--- src/hdl/rau_pkg.sv ---
// Types, codes and widths of the rational arithmetic unit.
package rau_pkg;

   localparam int OPERAND_WIDTH = 32;
   localparam int PW            = 2 * OPERAND_WIDTH;
   localparam int SHW           = $clog2(PW);
   localparam int NUM_W         = 32;
   localparam int DEN_W         = 31;

   localparam logic [OPERAND_WIDTH-1:0] LIMIT_M1 = {1'b0, {(OPERAND_WIDTH-1){1'b1}}};

   localparam logic [2:0] OP_ADD = 3'd0;
   localparam logic [2:0] OP_SUB = 3'd1;
   localparam logic [2:0] OP_MUL = 3'd2;
   localparam logic [2:0] OP_DIV = 3'd3;
   localparam logic [2:0] OP_CMP = 3'd4;

   localparam logic [1:0] ST_OK       = 2'd0;
   localparam logic [1:0] ST_ZERO_DEN = 2'd1;
   localparam logic [1:0] ST_DIV_ZERO = 2'd2;
   localparam logic [1:0] ST_OVERFLOW = 2'd3;

   localparam logic [2:0] RES_VALUE    = 3'd0;
   localparam logic [2:0] RES_ZERO     = 3'd1;
   localparam logic [2:0] RES_ZERO_DEN = 3'd2;
   localparam logic [2:0] RES_DIV_ZERO = 3'd3;
   localparam logic [2:0] RES_CMP      = 3'd4;

   localparam logic [1:0] MSEL_NUM   = 2'd0;
   localparam logic [1:0] MSEL_CROSS = 2'd1;
   localparam logic [1:0] MSEL_DEN   = 2'd2;

   typedef struct packed {
      logic [2:0]         op;
      logic signed [31:0] a_num;
      logic signed [31:0] a_den;
      logic signed [31:0] b_num;
      logic signed [31:0] b_den;
   } req_type;

   typedef struct packed {
      logic signed [NUM_W-1:0] res_num;
      logic [DEN_W-1:0]        res_den;
      logic                    less;
      logic [1:0]              status;
   } rsp_type;

   typedef struct packed {
      logic       load;
      logic       mul_en;
      logic [1:0] mul_sel;
      logic       sum_en;
      logic       gcd_init;
      logic       gcd_step;
      logic       div_init;
      logic       div_step;
      logic       out_load;
      logic [2:0] res_code;
   } cmd_type;

   typedef struct packed {
      logic zero_den;
      logic div_zero;
      logic bad_op;
      logic is_cmp;
      logic num_zero;
      logic gcd_done;
      logic div_last;
      logic out_free;
   } stat_type;

endpackage

--- src/hdl/rau_ctrl.sv ---
// Sequencer of the rational arithmetic unit.
module rau_ctrl import rau_pkg::*; (
   input  logic     clock,
   input  logic     reset,
   input  logic     req_valid,
   output logic     req_ready,
   input  stat_type stat,
   output cmd_type  cmd
);

   localparam logic [3:0] S_IDLE  = 4'd0;
   localparam logic [3:0] S_MUL_N = 4'd1;
   localparam logic [3:0] S_MUL_C = 4'd2;
   localparam logic [3:0] S_MUL_D = 4'd3;
   localparam logic [3:0] S_SUM   = 4'd4;
   localparam logic [3:0] S_CHECK = 4'd5;
   localparam logic [3:0] S_GCD   = 4'd6;
   localparam logic [3:0] S_DIV   = 4'd7;
   localparam logic [3:0] S_FIN   = 4'd8;

   logic [3:0] state_ff, state_in;
   logic [2:0] code_ff, code_in;

   assign req_ready = (state_ff == S_IDLE);

   always_comb begin
      state_in = state_ff;
      code_in  = code_ff;
      cmd      = '0;
      cmd.res_code = code_ff;
      unique case (state_ff)
         S_IDLE: begin
            if (req_valid) begin
               cmd.load = 1'b1;
               state_in = S_MUL_N;
            end
         end
         S_MUL_N: begin
            cmd.mul_en  = 1'b1;
            cmd.mul_sel = MSEL_NUM;
            state_in    = S_MUL_C;
         end
         S_MUL_C: begin
            cmd.mul_en  = 1'b1;
            cmd.mul_sel = MSEL_CROSS;
            state_in    = S_MUL_D;
         end
         S_MUL_D: begin
            cmd.mul_en  = 1'b1;
            cmd.mul_sel = MSEL_DEN;
            state_in    = S_SUM;
         end
         S_SUM: begin
            cmd.sum_en = 1'b1;
            state_in   = S_CHECK;
         end
         S_CHECK: begin
            state_in = S_FIN;
            if (stat.zero_den) begin
               code_in = RES_ZERO_DEN;
            end else if (stat.bad_op) begin
               code_in = RES_ZERO;
            end else if (stat.div_zero) begin
               code_in = RES_DIV_ZERO;
            end else if (stat.is_cmp) begin
               code_in = RES_CMP;
            end else if (stat.num_zero) begin
               code_in = RES_ZERO;
            end else begin
               cmd.gcd_init = 1'b1;
               state_in     = S_GCD;
            end
         end
         S_GCD: begin
            if (stat.gcd_done) begin
               cmd.div_init = 1'b1;
               state_in     = S_DIV;
            end else begin
               cmd.gcd_step = 1'b1;
            end
         end
         S_DIV: begin
            cmd.div_step = 1'b1;
            if (stat.div_last) begin
               code_in  = RES_VALUE;
               state_in = S_FIN;
            end
         end
         S_FIN: begin
            if (stat.out_free) begin
               cmd.out_load = 1'b1;
               state_in     = S_IDLE;
            end
         end
         default: begin
            state_in = S_IDLE;
         end
      endcase
   end

   always_ff @(posedge clock) begin
      if (reset) begin
         state_ff <= S_IDLE;
         code_ff  <= RES_ZERO;
      end else begin
         state_ff <= state_in;
         code_ff  <= code_in;
      end
   end

endmodule

--- config.mk ---
export PLATFORM = sky130hd
export DESIGN_NAME = rau_ctrl
export DESIGN_NICKNAME = d
export VERILOG_FILES = /design/src/hdl/rau_pkg.sv /design/src/hdl/rau_ctrl.sv
export SDC_FILE = /design/constraint.sdc
export NUM_CORES = 1
export LEC_CHECK = 0
export BUFFER_PORTS_ARGS = -buffer_cell sky130_fd_sc_hd__buf_2
export CORE_AREA = 2 2 39 41
export CTS_CLUSTER_SIZE = 40
export DETAILED_ROUTE_END_ITERATION = 10
export DIE_AREA = 0 0 41 43
export PLACE_DENSITY = 0.67
export SYNTH_ARGS = -nofsm -noshare
export SYNTH_HDL_FRONTEND = slang
export SYNTH_SLANG_ARGS = --single-unit
--- constraint.sdc ---
create_clock -name clock -period 1.7 [get_ports clock]
set_clock_uncertainty 0.05 [all_clocks]
set_input_delay 0.17 -clock clock [delete_from_list [all_inputs] [get_ports clock]]
set_output_delay 0.17 -clock clock [all_outputs]
set_load 0.02 [all_outputs]
Word level (Yosys, flattened, before mapping)
Cells that the tools add are included.

Register bits: 7. Input port bits: 11. Output and inout port bits: 14. Latch bits: 0. RAM bits: 0. Memories kept: 0. Word-level logic and storage cells: 52. Bits in read-only memories: 0.

Magnitude comparators: 0. Add/sub/neg operators: 0. Bitwise gates (word level): 0. Eq/ne operators: 13. Multiplexer cells: 33. Divide/modulo/power cells: 0. Shifts and indexed selects: 0. $mul: 0. Reductions and logical operators: 4.

Operators with widths (count): $mux W4 (9); $pmux W4 S9 (1); $mux W3 (6); $eq A4 B3 Y1 const B (4); $mux W1 (14); $pmux W3 S3 (1); $eq A4 B2 Y1 const B (2); $ne A2 B2 Y1 const B (4); $ne A6 B6 Y1 const B (1); $pmux W3 S2 (1); $eq A4 B1 Y1 const B (1); $eq A4 B4 Y1 const B (1); $logic_not A4 Y1 (1); $reduce_and A4 Y1 (1); $reduce_and A3 Y1 (1); $mux W2 (1); $reduce_bool A2 Y1 (1).

Logic depth before layout (Yosys ltp)
Gate-level depths: netlist (run 1).

Depth after elaboration: 6. Depth in mapped cells: 5. Depth with buffers taken out: 4.

Worst setup path after synthesis (run 1)
No wires, ideal clock.

Path kind: register to output. From: register state_ff[1]. To: output port cmd[12] (netlist name). Stages on the path, launching flop included: 4. Arrival time: 1.574 ns. Slack: -0.094 ns. Buffers on the path: 1. Cells stage by stage: dfxtp_1 > buf_2 > nor4_1 > and2_1.

RTL lines: start: declaration (RTL line rau_ctrl.sv:21) `logic [3:0] state_ff, state_in;`; start signal: assignment (RTL line rau_ctrl.sv:106) `state_ff <= state_in;`; end: declaration (RTL line rau_ctrl.sv:8) `output cmd_type cmd`.

==> results.txt, run 1 <==
Router iterations before antenna repair -> 4
CP max-delay cell -> dfxtp_1
Routed length per placed instance -> 12.0 um
DRT iter0 DRCs -> 11
Sequential area share after synthesis -> 28.4%
Vias post-DR -> 593
Number of synthesis warnings -> 0
PwrDens -> 800 nW/um2
Final Hold Fails -> 0
Grt total ovfl -> 0
Post-synth top area share -> 28.4%
# setup viols final -> 0
HPWL Detailed -> 1020 um
First-pass GRT wire length -> 2190 um
CP max FO -> 14
Syn nets -> 78
Die height -> 43 um
Core area -> 1380 um2
Synth cell types -> 31
Final hold slack -> 145 ps
Syn-to-layout area delta -> 39.3%
Largest delay share family, worst path -> simple AND/OR/NAND/NOR gates
Fraction of layout cells with a size suffix above 1 -> 37.6%
Final Critical Period -> 1600 ps
Worst Tran Pin Value -> 450 ps
Status -> completed
Fmax achieved -> 0.625 GHz
Syn avg cell area -> 7.36 um2
CP arrival -> 1380 ps
Type of origin of the critical path -> flop
GRT busiest layer -> met2
Yosys reg bits -> 7
Gpl congestion -> 0.763
Synth top area cells -> dfxtp_1 (28%), nor2_1 (6.9%), a21oi_1 (4.1%)
Mapped cell area -> 493 um2
Critical path buffers and inverters -> 2
Routed vias/inst -> 5.44
Final wirelength -> 1310 um
Slowest Stage Delay on Critical Path -> 350 ps
Max VDD drop -> 0.000329 V
Synth Area in XOR/XNOR -> 0%
Met1 usage -> 20.4%
Synth Area in Adders -> 0%
TritonCTS clock tree -> yes
Met3 Track Usage GR -> 6.28%
Layout Nets -> 105
Num CTS Buffers -> 3
Crit path capture type -> primary output
Clk sink count -> 7
Cells after Synth -> 67
Die area -> 1760 um2
Crit path cell chain -> buf_4 -> nor4_4 -> and2_1 -> buf_2
CP required -> 1480 ps
CTS max path bufs -> 2
Diode count -> 0
Initial antenna violation count -> 0
Worst-skew pair later-pin latency -> 250 ps
# DRC -> 0
Die W -> 41 um
Worst Hold Class -> primary input to flop
Root Buffer -> clkbuf_4
M2 GR Usage -> 30.6%
Compound-cell area share of the yosys netlist -> 22.6%
Static Leak -> 0.312 nW
Slew Limit Headroom -> 70.0%
Largest family of logic cells by synthesized area -> simple AND/OR/NAND/NOR gates
Final Slew Violations -> 0
Initial Util -> 35.6%
Clock-pin slew on the worst setup and hold paths -> 50 ps
IO buf count -> 24
Multiplexer area fraction after synthesis -> 2.03%
RSZ-0062 raised after global routing -> false
Area leader, netlist -> dfxtp_1
Final period util -> 94.0%
Largest net degree at the start of global routing -> 15
Synth Area in Simple Gates -> 38.3%
Setup_tns -> 0 ps
Number of max-cap violations -> 0
Post-route ant nets -> 0
Top Ports -> 25
Htree depth -> 1
Row count -> 14
Number of global-route vias before repair -> 526
Critical path class -> flop to primary output
All-Layer GR Usage -> 17.7%
[final cells by class]
| type | instances | area (um2) |
|---|---|---|
| repair buffers | 28 | 150 |
| multi-input cells | 50 | 334 |
| fillers | 142 | 697 |
| well taps | 16 | 20.0 |
| flip-flops and latches | 7 | 141 |
| clock buffers | 4 | 26.3 |
| inverters | 4 | 15.0 |
[cells in the final DEF (no fill, tap or decap)]
cell type	synthesis	final
and4b_1	1	1
a221oi_2	1	1
nand2_1	4	4
a21oi_1	4	4
nand3b_1	1	1
dfxtp_1	7	6
buf_2	1	24
and3_1	1	1
nor3b_1	2	2
nor4b_1	2	2
o21ai_0	2	2
o32a_1	1	1
nand4_1	1	1
clkbuf_1	3	1
clkbuf_4	0	3
nor4_1	2	1
and2_1	1	1
a31oi_1	3	3
buf_4	1	4
nor4_4	0	2
or4_1	1	1
nand2b_1	2	2
a211oi_1	1	1
inv_1	4	4
nor2_1	9	9
mux2i_1	1	1
o22ai_1	2	2
nor3_1	4	4
o41ai_1	1	1
dfxtp_2	0	1
nor2b_1	1	1
a211o_1	1	1
[stage by stage]
step	setup slack [ps]	std cells	utilization (%)	total power, mW	area (um2)
2_1_floorplan	72.1	67	-	0.328	499
3_3_place_gp	284	105	46.4	0.387	642
3_5_place_dp	203	105	46.4	0.391	642
4_1_cts	16.2	109	48.3	0.545	668
5_1_grt	12.8	109	49.6	0.587	687
6_report	101	109	49.6	0.549	687
[worst register-to-register path: cells and delay by family (launching register included)]
kind | cells | cell delay, ps
AOI/OAI and AO/OA | 2 | 680
DFF | 1 | 420
and+or+nand+nor | 2 | 260
[cell usage after synthesis]
cell type / n
nand2b_1: 2
nor3b_1: 2
nor4_2: 1
o32a_1: 1
nor4_1: 2
mux2i_1: 1
or4_1: 1
a211oi_1: 1
nand2_1: 4
o21ai_0: 2
and2_1: 1
buf_2: 1
and3_1: 1
clkbuf_1: 3
buf_1: 1
a31oi_1: 3
buf_4: 1
nor3_1: 4
nor4b_1: 2
inv_1: 4
a21oi_1: 4
o22ai_1: 2
nand4_1: 1
nand3b_1: 1
o41ai_1: 1
nor2b_1: 1
a221oi_2: 1
a211o_1: 1
and4b_1: 1
nor2_1: 9
dfxtp_1: 7
[routing by layer]
metal  share of wire, %  vias to the layer above
met5                  0                        -
met4                  0                        0
met1                 39                      281
met3                5.7                        0
met2                 55                       15
li1                   -                      297
[path summary, 6_finish.rpt]
check	from	end	slack, ps	cells past startpoint
worst max-delay path	state_ff[0]$_SDFFE_PP0P_	cmd[12]	100	4
worst min-delay path	reset	state_ff[0]$_SDFFE_PP0P_	150	2
worst max register to register	state_ff[0]$_SDFFE_PP0P_	code_ff[0]$_SDFFE_PP1P_	190	4
worst min register to register	code_ff[2]$_SDFFE_PP0P_	code_ff[2]$_SDFFE_PP0P_	420	2
[logic make-up after synthesis]
group / after synthesis
AOI/OAI and AO/OA: 16
buffers and inverters: 10
and+or+nand+nor: 33
DFF: 7
muxes: 1
[what timing repair did]
item                       CTS  global route
hold buffers                 0             0
gates resized for setup      0             3
setup buffers                0             0
setup endpoints to repair    0             3
[state kept, by name (all words and copies together), names as in the netlist]
signal,flops
code_ff,3
state_ff,4
[report_power, final]
group | leakage (nW) | switching (mW) | internal [mW]
clock | 0.0150 | 0.0608 | 0.0895
sequential | 0.0574 | 0.0164 | 0.177
combinational | 0.240 | 0.120 | 0.0855
No activity file was read; power rests on OpenSTA's default activity.
==> inputs of run 2 (changes only) <==
Settings changed: REMOVE_ABC_BUFFERS set to 1.
==> run 2 against run 1 <==
Net effect:
- worst hold slack gained 7.5 ps
- first-iteration DRC count up 110%
- design area rose by 2.6%
- total power shrank 0.37%
- combinational power barely moved
- sequential power increased by 2%
- critical path depth did not move
- sequential share of layout area shrank 0.33 points
- non-clock buffer count is 1 higher
- flip-flop and latch count did not move
- maximum frequency down 2.1%
==> results.txt, run 2 (synthesis results as in run 1) <==
Worst Tran Pin Value -> 456 ps (+5.69 ps)
PwrDens -> 777 nW/um2 (-2.9%)
Final Hold Fails -> 0 (unchanged)
RR Startpoint -> state_ff[0]$_SDFFE_PP0P_
Number of max-cap violations -> 0 (unchanged)
IO buf count -> 24 (unchanged)
Initial antenna violation count -> 0 (unchanged)
Slowest Stage Delay on Critical Path -> 400 ps (+50 ps)
Clock-pin slew on the worst setup and hold paths -> 50 ps (about the same)
Vias post-DR -> 614 (+3.5%)
Net switching power figure -> 0.194 mW (-1.8%)
DRT iter0 DRCs -> 23 (+12)
CP arrival -> 1410 ps (+30 ps)
CP max-delay cell -> dfxtp_2
# fillers -> 155 (+9.2%)
Crit path from -> state_ff[1]$_SDFFE_PP0P_
Postcts setup bufs -> 0 (unchanged)
Worst Hold Class -> primary input to flop
Diode count -> 0 (unchanged)
Crit path cell chain -> buf_6 -> nand2_1 -> nor4b_2 -> buf_4
Routed vias/inst -> 5.58 (+2.6%)
Status -> completed
Final Non-Filler Cells -> 110 (+0.92%)
TritonCTS clock tree -> yes
Top Ports -> 25 (unchanged)
# DRC -> 0 (unchanged)
Grt total ovfl -> 0 (unchanged)
Layout Nets -> 106 (+0.95%)
Leading cell type in the layout, fill and taps excluded -> buf_2
Final Slew Violations -> 0 (unchanged)
Hold_sp -> reset
First-pass GRT wire length -> 2060 um (-5.7%)
Gpl congestion -> 0.800 (+4.9%)
Total power -> 0.547 mW (-0.37%)
Num CTS Buffers -> 3 (unchanged)
All-Layer GR Usage -> 16.9% (-0.82 points)
Final hold slack -> 153 ps (+7.52 ps)
# setup viols final -> 0 (unchanged)
Die area -> 1760 um2 (unchanged)
Worst Reg-to-Reg Cells -> 4 (unchanged)
Switching fraction of total power -> 35.4% (-0.52 points)
Syn-to-layout area delta -> 42.9%
Cell depth of the worst min-delay path -> 2 (unchanged)
Final wirelength -> 1340 um (+2.4%)
Logic pwr share -> 37.8% (+0.4 points)
Critical path buffers and inverters -> 2 (unchanged)
Fmax achieved -> 0.612 GHz (-2.1%)
Routed length per placed instance -> 12.2 um (+1.4%)
Sequential power share -> 36.0% (+0.8 points)
Final period util -> 96.1% (+2.0 points)
CP max FO -> 10 (-4)
Top Registers -> state_ff (4), code_ff (3)
Setup_tns -> 0 ps (unchanged)
Htree depth -> 1 (unchanged)
Row count -> 14 (unchanged)
Final setup margin -> 67.0 ps (-34.1 ps)
CP required -> 1480 ps (about the same)
Root Buffer -> clkbuf_4
Post-route ant nets -> 0 (unchanged)
Most frequent cells in the layout -> buf_2 (23), nor2_1 (9), dfxtp_1 (5), buf_4 (5)
Type of origin of the critical path -> flop
HPWL Detailed -> 985 um (-3.5%)
Final Critical Period -> 1630 ps (+34.1 ps)
CTS max path bufs -> 2 (unchanged)
Number of global-route vias before repair -> 479 (-8.9%)
Core area -> 1380 um2 (unchanged)
Largest net degree at the start of global routing -> 15 (unchanged)
DP Worst Slack -> 161 ps (-42.4 ps)
Biggest register -> state_ff
Crit path depth -> 4 (unchanged)
Static Leak -> 0.318 nW (+1.7%)
Critical path class -> flop to primary output
P_int -> 0.354 mW (+0.44%)
Worst-skew pair later-pin latency -> 240 ps (about the same)
Clk sink count -> 7 (unchanged)
Slew Limit Headroom -> 69.6% (-0.38 points)
Clk pwr share -> 26.2% (-1.2 points)
Max reg flops -> 4 (unchanged)
Fraction of layout cells with a size suffix above 1 -> 41.5% (+3.9 points)
Max VDD drop -> 0.000549 V (+67%)
Die height -> 43 um (unchanged)
Router iterations before antenna repair -> 4 (unchanged)
Placed cells -> 106 (+0.95%)
Initial Util -> 35.6% (unchanged)
Largest delay share family, worst path -> flip-flops
Crit path capture type -> primary output
Die W -> 41 um (unchanged)
## run 2: changes by cell type in the layout (fill, tap and decap cells not counted)
cell	change
buf_2	-1
buf_4	+1
buf_6	+1
dfxtp_1	-1
dfxtp_2	+1
nor3_1	-1
nor3_2	+1
nor4_2	+1
nor4_4	-1
nor4b_1	-1
nor4b_2	+1
## run 2: metal layers
metal | vias up | part of all wire [%] | global-route usage [%] | wire [um]
li1 | 305 | - | - | -
met1 | 282 | 44 | 22.3 | 587
met2 | 27 | 49 | 24.4 | 655
met3 | 0 | 7.2 | 9.42 | 96
met4 | 0 | 0 | 2.00 | 0
met5 | - | 0 | 0 | 0
## run 2: through the flow
| stage | area [um2] | utilization (%) |
|---|---|---|
| 4_1_cts | 671 | 48.5 |
| 6_report | 704 | 50.9 |
| 3_3_place_gp | 643 | 46.5 |
| 2_1_floorplan | 465 | - |
| 3_5_place_dp | 643 | 46.5 |
| 5_1_grt | 704 | 50.9 |
## run 2: path summary, 6_finish.rpt
| check | to | slack (ps) |
|---|---|---|
| min | state_ff[0]$_SDFFE_PP0P_ | 150 |
| max | cmd[5] | 70 |
| max reg2reg | code_ff[0]$_SDFFE_PP1P_ | 220 |
| min reg2reg | code_ff[2]$_SDFFE_PP0P_ | 430 |
## run 2: timing repair
| item | CTS | global route |
|---|---|---|
| endpoints found under the setup margin | 2 | 4 |
| resized for setup | 1 | 7 |
| pin swaps | 0 | 1 |
| hold buffers | 0 | 0 |
## run 2: final cells by class
class / instances / area (um2) / share of cell area, %
Multi-Input combinational cell: 50 / 337 / 47.8
Inverter: 4 / 15.0 / 2.13
Sequential cell: 7 / 143 / 20.2
Tap cell: 16 / 20.0 / 2.84
Clock buffer: 4 / 26.3 / 3.73
Timing Repair Buffer: 29 / 164 / 23.3
## run 2: power groups by stage
stage	sequential [mW]	clock (mW)	combinational, mW
2_1_floorplan	0.210	0	0.101
3_3_place_gp	0.194	0	0.192
3_5_place_dp	0.195	0	0.194
4_1_cts	0.193	0.150	0.195
5_1_grt	0.199	0.163	0.228
6_report	0.197	0.143	0.207
